--- config.mk ---
export PLATFORM = sky130hd
export DESIGN_NAME = disjoint_range_merge_table_flat
export DESIGN_NICKNAME = d
export VERILOG_FILES = /design/src/hw/rtl/drmt_pkg.sv /design/src/hw/rtl/drmt_if.sv /design/src/hw/rtl/drmt_ctrl.sv /design/src/hw/rtl/drmt_dpath.sv /design/src/hw/rtl/disjoint_range_merge_table.sv /design/src/flat_wrapper.sv
export SDC_FILE = /design/constraint.sdc
export NUM_CORES = 2
export LEC_CHECK = 0
export BUFFER_PORTS_ARGS = -buffer_cell sky130_fd_sc_hd__buf_2
export CAP_MARGIN = 25
export CORE_AREA = 2 2 318 634
export CTS_BUF_LIST = sky130_fd_sc_hd__clkbuf_8
export CTS_CLUSTER_SIZE = 10
export DETAILED_ROUTE_END_ITERATION = 8
export DIE_AREA = 0 0 320 636
export SETUP_SLACK_MARGIN = 0.05
export SLEW_MARGIN = 15
export SYNTH_ARGS = -nofsm -noshare
export SYNTH_HDL_FRONTEND = slang
export SYNTH_HIERARCHICAL = 1
export SYNTH_SLANG_ARGS = --single-unit
--- constraint.sdc ---
create_clock -name clk_i -period 7.4 [get_ports clk_i]
set_input_delay 1.11 -clock clk_i [delete_from_list [all_inputs] [get_ports clk_i]]
set_output_delay 1.11 -clock clk_i [all_outputs]
set_load 0.1 [all_outputs]
--- src/hw/rtl/drmt_pkg.sv ---
`timescale 1ns / 1ps
`default_nettype none
package drmt_pkg;

  localparam int unsigned VALUE_WIDTH = 16;
  localparam int unsigned MAX_RANGES  = 32;
  localparam int unsigned CNT_W       = $clog2(MAX_RANGES + 1);
  localparam int unsigned ADDR_W      = (MAX_RANGES > 1) ? $clog2(MAX_RANGES) : 1;
  localparam int unsigned WORD_W      = 2 * VALUE_WIDTH;

  typedef enum logic {
    OP_ADD  = 1'b0,
    OP_LIST = 1'b1
  } drmt_op_e;

  typedef enum logic [2:0] {
    ST_NEW     = 3'd0,
    ST_MERGED  = 3'd1,
    ST_COVERED = 3'd2,
    ST_FULL    = 3'd3,
    ST_ENTRY   = 3'd4,
    ST_EMPTY   = 3'd5
  } drmt_status_e;

  typedef enum logic [2:0] {
    PTR_HOLD,
    PTR_CLR,
    PTR_INC,
    PTR_DEC,
    PTR_CNT
  } drmt_ptr_op_e;

  typedef enum logic [1:0] {
    RD_PTR,
    RD_PTR_P1,
    RD_PTR_M1
  } drmt_rd_sel_e;

  typedef enum logic {
    WA_PTR,
    WA_PTR_M1
  } drmt_wa_sel_e;

  typedef enum logic [2:0] {
    WD_BRIDGE,
    WD_LEFT,
    WD_RIGHT,
    WD_SINGLE,
    WD_RDATA
  } drmt_wd_sel_e;

  typedef enum logic [1:0] {
    EM_DECIDE,
    EM_ENTRY,
    EM_EMPTY
  } drmt_em_sel_e;

  typedef struct packed {
    logic         in_ready;
    logic         load_in;
    drmt_ptr_op_e ptr_op;
    logic         rd_en;
    drmt_rd_sel_e rd_sel;
    logic         wr_en;
    drmt_wa_sel_e wa_sel;
    drmt_wd_sel_e wd_sel;
    logic         save_prev;
    logic         save_next;
    logic         save_idx;
    logic         cnt_inc;
    logic         cnt_dec;
    logic         emit;
    drmt_em_sel_e em_sel;
  } drmt_cmd_t;

  typedef struct packed {
    logic     in_valid;
    drmt_op_e in_op;
    logic     ptr_eq_cnt;
    logic     ptr_eq_idx;
    logic     p1_ge_cnt;
    logic     last_entry;
    logic     cnt_zero;
    logic     start_le_v;
    logic     covered;
    logic     join_left;
    logic     join_right;
    logic     full;
    logic     slot_free;
  } drmt_stat_t;

endpackage
`default_nettype wire

--- src/hw/rtl/drmt_if.sv ---
`timescale 1ns / 1ps
`default_nettype none
interface drmt_in_if import drmt_pkg::*; ();
  logic                   valid;
  logic                   ready;
  logic                   opcode;
  logic [VALUE_WIDTH-1:0] value;

  modport source (output valid, output opcode, output value, input ready);
  modport sink (input valid, input opcode, input value, output ready);
endinterface

interface drmt_out_if import drmt_pkg::*; ();
  logic                   valid;
  logic                   ready;
  logic [2:0]             status;
  logic [VALUE_WIDTH-1:0] range_low;
  logic [VALUE_WIDTH-1:0] range_high;
  logic                   last;

  modport source (output valid, output status, output range_low, output range_high,
                  output last, input ready);
  modport sink (input valid, input status, input range_low, input range_high,
                input last, output ready);
endinterface
`default_nettype wire

--- src/hw/rtl/drmt_ctrl.sv ---
`timescale 1ns / 1ps
`default_nettype none
module drmt_ctrl import drmt_pkg::*; (
  input  logic       clk_i,
  input  logic       rst_ni,
  input  drmt_stat_t stat_i,
  output drmt_cmd_t  cmd_o
);

  typedef enum logic [3:0] {
    S_IDLE,
    S_SCAN_RD,
    S_SCAN_CK,
    S_DECIDE,
    S_SHDN_RD,
    S_SHDN_WR,
    S_SHUP_RD,
    S_SHUP_WR,
    S_LIST_RD,
    S_LIST_EM
  } state_e;

  state_e state_q, state_d;

  always_comb begin
    cmd_o   = '0;
    cmd_o.ptr_op = PTR_HOLD;
    cmd_o.rd_sel = RD_PTR;
    cmd_o.wa_sel = WA_PTR;
    cmd_o.wd_sel = WD_RDATA;
    cmd_o.em_sel = EM_DECIDE;
    state_d = state_q;
    case (state_q)
      S_IDLE: begin
        cmd_o.in_ready = 1'b1;
        if (stat_i.in_valid) begin
          cmd_o.load_in = 1'b1;
          cmd_o.ptr_op  = PTR_CLR;
          state_d = (stat_i.in_op == OP_LIST) ? S_LIST_RD : S_SCAN_RD;
        end
      end
      S_SCAN_RD: begin
        if (stat_i.ptr_eq_cnt) begin
          state_d = S_DECIDE;
        end else begin
          cmd_o.rd_en = 1'b1;
          state_d = S_SCAN_CK;
        end
      end
      S_SCAN_CK: begin
        if (stat_i.start_le_v) begin
          cmd_o.save_prev = 1'b1;
          cmd_o.ptr_op    = PTR_INC;
          state_d = S_SCAN_RD;
        end else begin
          cmd_o.save_next = 1'b1;
          state_d = S_DECIDE;
        end
      end
      S_DECIDE: begin
        if (stat_i.slot_free) begin
          cmd_o.emit   = 1'b1;
          cmd_o.em_sel = EM_DECIDE;
          if (stat_i.covered) begin
            state_d = S_IDLE;
          end else if (stat_i.join_left && stat_i.join_right) begin
            cmd_o.wr_en  = 1'b1;
            cmd_o.wa_sel = WA_PTR_M1;
            cmd_o.wd_sel = WD_BRIDGE;
            state_d = S_SHDN_RD;
          end else if (stat_i.join_left) begin
            cmd_o.wr_en  = 1'b1;
            cmd_o.wa_sel = WA_PTR_M1;
            cmd_o.wd_sel = WD_LEFT;
            state_d = S_IDLE;
          end else if (stat_i.join_right) begin
            cmd_o.wr_en  = 1'b1;
            cmd_o.wd_sel = WD_RIGHT;
            state_d = S_IDLE;
          end else if (stat_i.full) begin
            state_d = S_IDLE;
          end else begin
            cmd_o.save_idx = 1'b1;
            cmd_o.ptr_op   = PTR_CNT;
            state_d = S_SHUP_RD;
          end
        end
      end
      S_SHDN_RD: begin
        if (stat_i.p1_ge_cnt) begin
          cmd_o.cnt_dec = 1'b1;
          state_d = S_IDLE;
        end else begin
          cmd_o.rd_en  = 1'b1;
          cmd_o.rd_sel = RD_PTR_P1;
          state_d = S_SHDN_WR;
        end
      end
      S_SHDN_WR: begin
        cmd_o.wr_en  = 1'b1;
        cmd_o.ptr_op = PTR_INC;
        state_d = S_SHDN_RD;
      end
      S_SHUP_RD: begin
        if (stat_i.ptr_eq_idx) begin
          cmd_o.wr_en   = 1'b1;
          cmd_o.wd_sel  = WD_SINGLE;
          cmd_o.cnt_inc = 1'b1;
          state_d = S_IDLE;
        end else begin
          cmd_o.rd_en  = 1'b1;
          cmd_o.rd_sel = RD_PTR_M1;
          state_d = S_SHUP_WR;
        end
      end
      S_SHUP_WR: begin
        cmd_o.wr_en  = 1'b1;
        cmd_o.ptr_op = PTR_DEC;
        state_d = S_SHUP_RD;
      end
      S_LIST_RD: begin
        if (stat_i.cnt_zero) begin
          if (stat_i.slot_free) begin
            cmd_o.emit   = 1'b1;
            cmd_o.em_sel = EM_EMPTY;
            state_d = S_IDLE;
          end
        end else begin
          cmd_o.rd_en = 1'b1;
          state_d = S_LIST_EM;
        end
      end
      S_LIST_EM: begin
        if (stat_i.slot_free) begin
          cmd_o.emit   = 1'b1;
          cmd_o.em_sel = EM_ENTRY;
          cmd_o.ptr_op = PTR_INC;
          state_d = stat_i.last_entry ? S_IDLE : S_LIST_RD;
        end
      end
      default: begin
        state_d = S_IDLE;
      end
    endcase
  end

  always_ff @(posedge clk_i or negedge rst_ni) begin
    if (!rst_ni) begin
      state_q <= S_IDLE;
    end else begin
      state_q <= state_d;
    end
  end

endmodule
`default_nettype wire

--- src/hw/rtl/drmt_dpath.sv ---
`timescale 1ns / 1ps
`default_nettype none
module drmt_dpath import drmt_pkg::*; (
  input  logic       clk_i,
  input  logic       rst_ni,
  input  drmt_cmd_t  cmd_i,
  output drmt_stat_t stat_o,
  drmt_in_if.sink    req_i,
  drmt_out_if.source rsp_o
);

  logic [WORD_W-1:0]      mem_q [MAX_RANGES];
  logic [WORD_W-1:0]      rdata_q;
  logic [CNT_W-1:0]       cnt_q, ptr_q, idx_q;
  logic [CNT_W-1:0]       ptr_p1, ptr_m1;
  logic [VALUE_WIDTH-1:0] v_q, prev_s_q, prev_e_q, next_s_q, next_e_q;
  logic [ADDR_W-1:0]      rd_addr, wr_addr;
  logic [WORD_W-1:0]      wr_data;
  logic                   has_prev, has_next;
  logic [VALUE_WIDTH:0]   v_p1, prev_e_p1;

  logic                   out_valid_q;
  drmt_status_e           out_status_q, em_status;
  logic [VALUE_WIDTH-1:0] out_low_q, out_high_q, em_low, em_high;
  logic                   out_last_q, em_last;

  assign ptr_p1    = ptr_q + 1'b1;
  assign ptr_m1    = ptr_q - 1'b1;
  assign has_prev  = (ptr_q != '0);
  assign has_next  = (ptr_q != cnt_q);
  assign v_p1      = {1'b0, v_q} + 1'b1;
  assign prev_e_p1 = {1'b0, prev_e_q} + 1'b1;

  assign req_i.ready = cmd_i.in_ready;

  always_comb begin
    stat_o            = '0;
    stat_o.in_valid   = req_i.valid;
    stat_o.in_op      = drmt_op_e'(req_i.opcode);
    stat_o.ptr_eq_cnt = (ptr_q == cnt_q);
    stat_o.ptr_eq_idx = (ptr_q == idx_q);
    stat_o.p1_ge_cnt  = (ptr_p1 >= cnt_q);
    stat_o.last_entry = (ptr_p1 == cnt_q);
    stat_o.cnt_zero   = (cnt_q == '0);
    stat_o.start_le_v = (rdata_q[WORD_W-1:VALUE_WIDTH] <= v_q);
    stat_o.covered    = has_prev && (prev_e_q >= v_q);
    stat_o.join_left  = has_prev && (prev_e_p1 == {1'b0, v_q});
    stat_o.join_right = has_next && (v_p1 == {1'b0, next_s_q});
    stat_o.full       = (cnt_q == CNT_W'(MAX_RANGES));
    stat_o.slot_free  = !out_valid_q || rsp_o.ready;
  end

  always_comb begin
    case (cmd_i.rd_sel)
      RD_PTR_P1: rd_addr = ptr_p1[ADDR_W-1:0];
      RD_PTR_M1: rd_addr = ptr_m1[ADDR_W-1:0];
      default:   rd_addr = ptr_q[ADDR_W-1:0];
    endcase
    case (cmd_i.wa_sel)
      WA_PTR_M1: wr_addr = ptr_m1[ADDR_W-1:0];
      default:   wr_addr = ptr_q[ADDR_W-1:0];
    endcase
    case (cmd_i.wd_sel)
      WD_BRIDGE: wr_data = {prev_s_q, next_e_q};
      WD_LEFT:   wr_data = {prev_s_q, v_q};
      WD_RIGHT:  wr_data = {v_q, next_e_q};
      WD_SINGLE: wr_data = {v_q, v_q};
      default:   wr_data = rdata_q;
    endcase
  end

  // table storage
  always_ff @(posedge clk_i) begin
    if (cmd_i.wr_en) begin
      mem_q[wr_addr] <= wr_data;
    end
    if (cmd_i.rd_en) begin
      rdata_q <= mem_q[rd_addr];
    end
  end

  always_ff @(posedge clk_i) begin
    if (cmd_i.load_in) begin
      v_q <= req_i.value;
    end
    if (cmd_i.save_prev) begin
      prev_s_q <= rdata_q[WORD_W-1:VALUE_WIDTH];
      prev_e_q <= rdata_q[VALUE_WIDTH-1:0];
    end
    if (cmd_i.save_next) begin
      next_s_q <= rdata_q[WORD_W-1:VALUE_WIDTH];
      next_e_q <= rdata_q[VALUE_WIDTH-1:0];
    end
    if (cmd_i.save_idx) begin
      idx_q <= ptr_q;
    end
  end

  always_ff @(posedge clk_i or negedge rst_ni) begin
    if (!rst_ni) begin
      cnt_q <= '0;
      ptr_q <= '0;
    end else begin
      if (cmd_i.cnt_inc) begin
        cnt_q <= cnt_q + 1'b1;
      end else if (cmd_i.cnt_dec) begin
        cnt_q <= cnt_q - 1'b1;
      end
      case (cmd_i.ptr_op)
        PTR_CLR: ptr_q <= '0;
        PTR_INC: ptr_q <= ptr_p1;
        PTR_DEC: ptr_q <= ptr_m1;
        PTR_CNT: ptr_q <= cnt_q;
        default: ptr_q <= ptr_q;
      endcase
    end
  end

  // result of an add, or one listing step
  always_comb begin
    em_last = 1'b1;
    em_low  = v_q;
    em_high = v_q;
    case (cmd_i.em_sel)
      EM_ENTRY: begin
        em_status = ST_ENTRY;
        em_low    = rdata_q[WORD_W-1:VALUE_WIDTH];
        em_high   = rdata_q[VALUE_WIDTH-1:0];
        em_last   = stat_o.last_entry;
      end
      EM_EMPTY: begin
        em_status = ST_EMPTY;
        em_low    = '0;
        em_high   = '0;
      end
      default: begin
        if (stat_o.covered) begin
          em_status = ST_COVERED;
          em_low    = prev_s_q;
          em_high   = prev_e_q;
        end else if (stat_o.join_left && stat_o.join_right) begin
          em_status = ST_MERGED;
          em_low    = prev_s_q;
          em_high   = next_e_q;
        end else if (stat_o.join_left) begin
          em_status = ST_MERGED;
          em_low    = prev_s_q;
        end else if (stat_o.join_right) begin
          em_status = ST_MERGED;
          em_high   = next_e_q;
        end else if (stat_o.full) begin
          em_status = ST_FULL;
        end else begin
          em_status = ST_NEW;
        end
      end
    endcase
  end

  always_ff @(posedge clk_i or negedge rst_ni) begin
    if (!rst_ni) begin
      out_valid_q <= 1'b0;
    end else if (cmd_i.emit) begin
      out_valid_q <= 1'b1;
    end else if (rsp_o.ready) begin
      out_valid_q <= 1'b0;
    end
  end

  always_ff @(posedge clk_i) begin
    if (cmd_i.emit) begin
      out_status_q <= em_status;
      out_low_q    <= em_low;
      out_high_q   <= em_high;
      out_last_q   <= em_last;
    end
  end

  assign rsp_o.valid      = out_valid_q;
  assign rsp_o.status     = out_status_q;
  assign rsp_o.range_low  = out_low_q;
  assign rsp_o.range_high = out_high_q;
  assign rsp_o.last       = out_last_q;

endmodule
`default_nettype wire

--- src/hw/rtl/disjoint_range_merge_table.sv ---
// channel   dir  payload                               handshake
// req_i     in   opcode, value                         valid / ready
// rsp_o     out  status, range_low, range_high, last   valid / ready
//
// add: a read and a check per stored range below the value, a decide step, then a read
//   and a write per entry moved when a range opens or two ranges join
// list: a read and an emit per stored range, as the table has a single read port
// one request in flight; the next is taken once the sequence is back in idle
// reset clears the range count, pointer, output valid and state; table contents need no clearing
// a stalled rsp_o holds the pending result and pauses the sequence
`timescale 1ns / 1ps
`default_nettype none
module disjoint_range_merge_table import drmt_pkg::*; (
  input  logic       clk_i,
  input  logic       rst_ni,
  drmt_in_if.sink    req_i,
  drmt_out_if.source rsp_o
);

  drmt_cmd_t  cmd;
  drmt_stat_t stat;

  drmt_ctrl u_ctrl (
    .clk_i  (clk_i),
    .rst_ni (rst_ni),
    .stat_i (stat),
    .cmd_o  (cmd)
  );

  drmt_dpath u_dpath (
    .clk_i  (clk_i),
    .rst_ni (rst_ni),
    .cmd_i  (cmd),
    .stat_o (stat),
    .req_i  (req_i),
    .rsp_o  (rsp_o)
  );

endmodule
`default_nettype wire

--- src/flat_wrapper.sv ---
// flat-port wrapper written by rule: the top's interface ports become plain ports
module disjoint_range_merge_table_flat import drmt_pkg::*;
  (clk_i, rst_ni, req_i_valid, req_i_opcode, req_i_value, req_i_ready, rsp_o_valid, rsp_o_status, rsp_o_range_low, rsp_o_range_high, rsp_o_last, rsp_o_ready);
  drmt_in_if req_i_i ();
  drmt_out_if rsp_o_i ();
  input  logic clk_i;
  input  logic rst_ni;
  input wire logic [$bits(req_i_i.valid)-1:0] req_i_valid;
  input wire logic [$bits(req_i_i.opcode)-1:0] req_i_opcode;
  input wire logic [$bits(req_i_i.value)-1:0] req_i_value;
  output wire logic [$bits(req_i_i.ready)-1:0] req_i_ready;
  output wire logic [$bits(rsp_o_i.valid)-1:0] rsp_o_valid;
  output wire logic [$bits(rsp_o_i.status)-1:0] rsp_o_status;
  output wire logic [$bits(rsp_o_i.range_low)-1:0] rsp_o_range_low;
  output wire logic [$bits(rsp_o_i.range_high)-1:0] rsp_o_range_high;
  output wire logic [$bits(rsp_o_i.last)-1:0] rsp_o_last;
  input wire logic [$bits(rsp_o_i.ready)-1:0] rsp_o_ready;
  assign req_i_i.valid = req_i_valid;
  assign req_i_i.opcode = req_i_opcode;
  assign req_i_i.value = req_i_value;
  assign req_i_ready = req_i_i.ready;
  assign rsp_o_valid = rsp_o_i.valid;
  assign rsp_o_status = rsp_o_i.status;
  assign rsp_o_range_low = rsp_o_i.range_low;
  assign rsp_o_range_high = rsp_o_i.range_high;
  assign rsp_o_last = rsp_o_i.last;
  assign rsp_o_i.ready = rsp_o_ready;
  disjoint_range_merge_table u_core (.clk_i(clk_i), .rst_ni(rst_ni), .req_i(req_i_i), .rsp_o(rsp_o_i));
endmodule
# After elaboration in Yosys (flattened, before gate mapping)
# Memory sizes are Yosys's and may differ from the RTL's. A register that Yosys moved wholly into a read port is not among the register bits.
# Cells that the tools add are included.
# W data, S select, Z words.
[op_classes] addsub=6 magnitude_cmp=3 eq_ne=31 mux=90 reduce_logical=15
[ops] op="$pmux W32 S4" count=1
[ops] op="$mux W16" count=7
[ops] op="$pmux W16 S2" count=2
[ops] op="$mux W3" count=18
[ops] op="$mux W4" count=12
[ops] op="$pmux W4 S10" count=1
[ops] op="$add A16 B1 Y17 const B" count=2
[ops] op="$eq A17 B16 Y1" count=2
[ops] op="$mux W1" count=24
[ops] op="$pmux W6 S4" count=1
[ops] op="$mux W2" count=10
[ops] op="$mux W5" count=4
[ops] op="$eq A6 B6 Y1" count=3
[ops] op="$pmux W3 S6" count=1
[ops] op="$eq A4 B3 Y1 const B" count=4
[ops] op="$ge A16 B16 Y1" count=1
[ops] op="$le A16 B16 Y1" count=1
[ops] op="$add A6 B1 Y6 const B" count=2
[ops] op="$eq A3 B2 Y1 const B" count=4
[ops] op="$mux W6" count=2
[ops] op="$pmux W3 S2" count=2
[ops] op="$sub A6 B1 Y6 const B" count=2
[ops] op="$pmux W5 S2" count=1
[ops] op="$pmux W3 S3" count=1
[ops] op="other kinds (27)" count=37
[totals] regBits=139 ramBits=1024 out_inout_bits=38 wordCells=160 memories=1
[mem_list] memory="u_core.u_dpath.mem_q" depth=32 width=32 rd=1 rd_ports_with_merged_regs=1 write_ports=1 line_no="drmt_dpath.sv:12" text="logic [WORD_W-1:0] mem_q [MAX_RANGES];"

# Depth between registers and ports, before layout
[logic_depth] depth_word=11 depth_mapped=24 ltp_nobuf=20

# Hierarchy
# Netlist, hierarchy kept.
[by_module_without_submodules] module="drmt_dpath" n_inst=1 cells_each=2480 area_each_um2=48748.0 seq_area_each_um2=35699.2
[by_module_without_submodules] module="drmt_ctrl" n_inst=1 cells_each=87 area_each_um2=609.3 seq_area_each_um2=100.1

# Worst setup path after synthesis
# Ideal clock, no wire load.
[synth_timing] path_kind="register to register" from="register u_core.u_dpath.ptr_q[0]" to="memory u_core/u_dpath/mem_q[0][10] (netlist name), data pin" arrival_time_ns=5.386 t_required_ns=6.946 slack_ns=1.560 stages_incl_launch_ff=18 path_buffers=4 path_cell_list="dfrtp_1 clkbuf_1 inv_1 ha_1 buf_2 nor4b_1 a211oi_1 nand3_1 a2111oi_0 nand4b_1 nor3_1 inv_1 nor2_4 a31o_2 clkbuf_1 buf_1 mux2i_1 o21ai_0"
[synth_lines] item="from (decl)" line_no="drmt_dpath.sv:14" text="logic [CNT_W-1:0] cnt_q, ptr_q, idx_q;"
[synth_lines] item="from (signal assigned)" line_no="drmt_dpath.sv:111" text="PTR_INC: ptr_q <= ptr_p1;"
[synth_lines] item="from (signal assigned)" line_no="drmt_dpath.sv:112" text="PTR_DEC: ptr_q <= ptr_m1;"
[synth_lines] item="from (signal assigned)" line_no="drmt_dpath.sv:113" text="PTR_CNT: ptr_q <= cnt_q;"
[synth_lines] item="to (decl)" line_no="drmt_dpath.sv:12"

==> results.json <==
{
  "status": "completed",
  "cts_hold_buf": 0,
  "die_w_um": 320,
  "synth.cell_area_mm2": 0.04936,
  "port-buffer-count": 58,
  "tritoncts": "yes",
  "synthMuxAreaShare_pct": 16.00,
  "ir_drop_mv": 0.1226,
  "clk_pin_slew_ns": 0.11,
  "drt-total-wl_um": 138100,
  "synth_fa_ha_area_share_pct": 1.308,
  "synth-seq-cells": 1195,
  "post_cts_buffers": 0,
  "grt_pass1_vias": 27330,
  "min_period_ns": 6.453,
  "initial_core_util_pct": 24.79,
  "final_area_mm2": 0.05653,
  "drv_slew": 0,
  "setup_slack_ns": 0.9466,
  "cp_max_fo": 38,
  "drtIter0Drc": 2196,
  "ys_warn_count": 6,
  "die-area_mm2": 0.2035,
  "hold_slack_ns": 0.1792,
  "post_cts_resized": 0,
  "syn_area_per_cell_um2": 19.23,
  "antenna_left": 0,
  "wire_per_inst_um": 25.40,
  "cp-end-kind": "flip-flop",
  "slew_headroom_pct": 26.01,
  "die_y_um": 636,
  "drive_above_1_share_pct": 28.28,
  "drv_cap": 0,
  "h-tree-depth": 4,
  "dp_hpwl_um": 89080,
  "ys_top_cells_by_area": "edfxtp_1 72%, mux4_2 12%, mux2i_1 2.8%",
  "synth_top_family_by_area": "multiplexers",
  "rr_endpoint": "u_core/u_dpath/rdata_q[28]",
  "ios": 59,
  "rsz0062_at_grt": "false",
  "async_reset_ff_share_pct": 1.423,
  "viasPerCell": 4.735,
  "synthCells": 2567,
  "placed_area_mm2": 0.05388,
  "timing.setup.tns_ns": 0,
  "synth_ff_type": "edfxtp_1",
  "period_share_pct": 87.21,
  "cts_made_buffers": 157,
  "tightest_slew_ns": 1.098,
  "clockRootBuffer": "clkbuf_8",
  "antenna_found_initial": 1,
  "start_kind": "flip-flop",
  "grt-ovfl-total": 0,
  "worstPathArrival_ns": 7.00,
  "p_leak_nw": 13.36,
  "synth_top_area_cell": "edfxtp_1",
  "area_growth_pct": 14.54,
  "seq_area_frac_synth_pct": 72.53,
  "setup-violations-final": 0,
  "p_total_mw": 11.87,
  "yosys.area_share.simple_pct": 3.143,
  "ys_types": 85,
  "rr_worst_depth": 21,
  "clock_path_buffers": 4,
  "crit_end": "u_core/u_dpath/rdata_q[28]",
  "via_count": 25740,
  "min_path_type": "input pin to async pin",
  "hold_viol_final": 0,
  "layout.nets": 2858,
  "grt_max_degree": 58,
  "grt_pass1_wl_um": 196600,
  "fp-row-count": 232,
  "core_area_mm2": 0.1991,
  "synth_edf_count": 1178,
  "synth-compound-area-share_pct": 4.018,
  "timing.rr.start": "u_core/u_dpath/ptr_q[0]",
  "pre_cts_slack_ns": 0.8993,
  "gp_congestion": 0.8750,
  "crit_start": "u_core/u_dpath/ptr_q[0]",
  "drcViolationCount": 0,
  "required_ns": 7.95,
  "synthXorXnorAreaFrac_pct": 1.011,
  "synth_top_area_share_pct": 71.67,
  "r2r_slack_ns": 0.95,
  "powerDensity_mw_per_mm2": 210.0,
  "crit_type": "flip-flop to flip-flop",
  "track_usage_pct": 13.31,
  "fmax_ghz": 0.1550,
  "finClkSkew_ns": 0.09344,
  "drtPass1Iterations": 5,
  "clk_latency_ns": 0.86,
  "cts_sinks": 1195,
  "syn_nets": 2639
}
-- power by group --
group | switching [mW] | internal (mW)
Clock | 2.42 | 2.13
Combinational | 0.00483 | 0.00399
Sequential | 0.0000000000000000103 | 7.32
Total | 2.42 | 9.45
-- cells in the final DEF, fill, tap and decap left out, types with 41 or more instances in the layout --
cell      count
a21oi_1      41
mux2i_1     137
ha_1         50
buf_2        58
mux4_2      256
edfxtp_1   1178
mux2_2       66
nand2_1      94
inv_1        81
clkbuf_8    161
buf_4       131
o21ai_0      62
-- routing by layer --
metal	vias up	part of all wire (%)	track usage [%]
li1	10940	-	-
met1	13540	32	12.89
met2	913	55	25.49
met3	358	4.2	1.190
met4	0	8.8	10.55
met5	-	0	0
-- Yosys cell counts, types with 8 or more instances --
library cell	count
dfrtp_1	17
and3_1	9
nand2_1	97
a221oi_1	33
edfxtp_1	1178
nand2b_1	12
xor2_1	20
nor4_1	12
mux2i_1	137
buf_2	35
a21o_1	8
o22ai_1	37
o21ai_0	96
buf_1	8
a22oi_1	27
buf_6	8
clkbuf_1	78
a21oi_1	42
ha_1	50
xnor2_1	37
mux2_2	66
o21ai_1	11
mux4_2	256
nand4_1	15
nor2b_1	15
nor2_1	66
inv_1	44
nor3_1	21
nand3_1	18
-- worst min-delay path by stage --
stage	start	end	slack (ns)
finish	rst_ni	u_core/u_dpath/cnt_q[3]	0.18
global route	rst_ni	u_core/u_dpath/cnt_q[3]	0.20
global placement	u_core/u_dpath/rdata_q[11]	u_core/u_dpath/prev_e_q[11]	0.56
floorplan	u_core/u_dpath/ptr_q[2]	u_core/u_dpath/idx_q[2]	0.42
CTS	rst_ni	u_core/u_dpath/cnt_q[3]	0.11
detailed placement	u_core/u_dpath/rdata_q[27]	u_core/u_dpath/prev_s_q[11]	0.58
-- worst max-delay path: stages, from the launching register on --
cell      delay, ns
dfrtp_1        0.68
inv_1          0.19
ha_1           0.50
ha_1           0.30
nor2b_1        0.13
o21ai_0        0.14
nand2b_1       0.07
a21oi_1        0.17
nor2b_1        0.06
o21ai_0        0.18
nand2_1        0.14
nor4_1         0.38
inv_1          0.09
ha_1           0.56
nand2_1        0.16
o21ai_4        0.16
buf_12         0.33
buf_4          0.36
buf_4          0.34
mux4_2         0.55
mux2i_1        0.50
a221oi_1       0.16
-- cell type report --
| type | count | area [µm²] |
|---|---|---|
| diodes | 1 | 2.502 |
| clock buffers | 161 | 2216 |
| clock inverters | 73 | 411.6 |
| fillers | 19660 | 142600 |
| inverters | 46 | 172.7 |
| multi-input cells | 1176 | 13040 |
| flip-flops and latches | 1195 | 35800 |
| well taps | 2574 | 3221 |
| repair buffers | 210 | 1672 |
-- registers in the layout, summed over array words and instances, names as in the netlist --
name,count
u_core/u_dpath/ptr_q,6
u_core/u_dpath/next_s_q,16
u_core/u_dpath/idx_q,6
u_core/u_dpath/rdata_q,32
u_core/u_dpath/mem_q,1024
u_core/u_dpath/rsp_o.valid,1
u_core/u_dpath/rsp_o.range_low,16
u_core/u_ctrl/state_q,4
u_core/u_dpath/rsp_o.status,3
u_core/u_dpath/cnt_q,6
u_core/u_dpath/prev_s_q,16
u_core/u_dpath/rsp_o.last,1
u_core/u_dpath/v_q,16
u_core/u_dpath/prev_e_q,16
u_core/u_dpath/rsp_o.range_high,16
u_core/u_dpath/next_e_q,16
-- per-stage QoR --
stage	utilization, %	std cells
2_1_floorplan	-	2567
3_3_place_gp	27.04	5197
3_5_place_dp	27.06	5200
4_1_cts	28.38	5434
5_1_grt	28.39	5436
6_report	28.39	5436
-- logic make-up after synthesis --
family,after synthesis
adders and majority gates,51
muxes,460
xor gates and xnor gates,57
AOI/OAI and AO/OA,305
and+or+nand+nor,303
buffers and inverters,196
DFF,1195
Note: power is estimated with default switching activity, not from simulation.
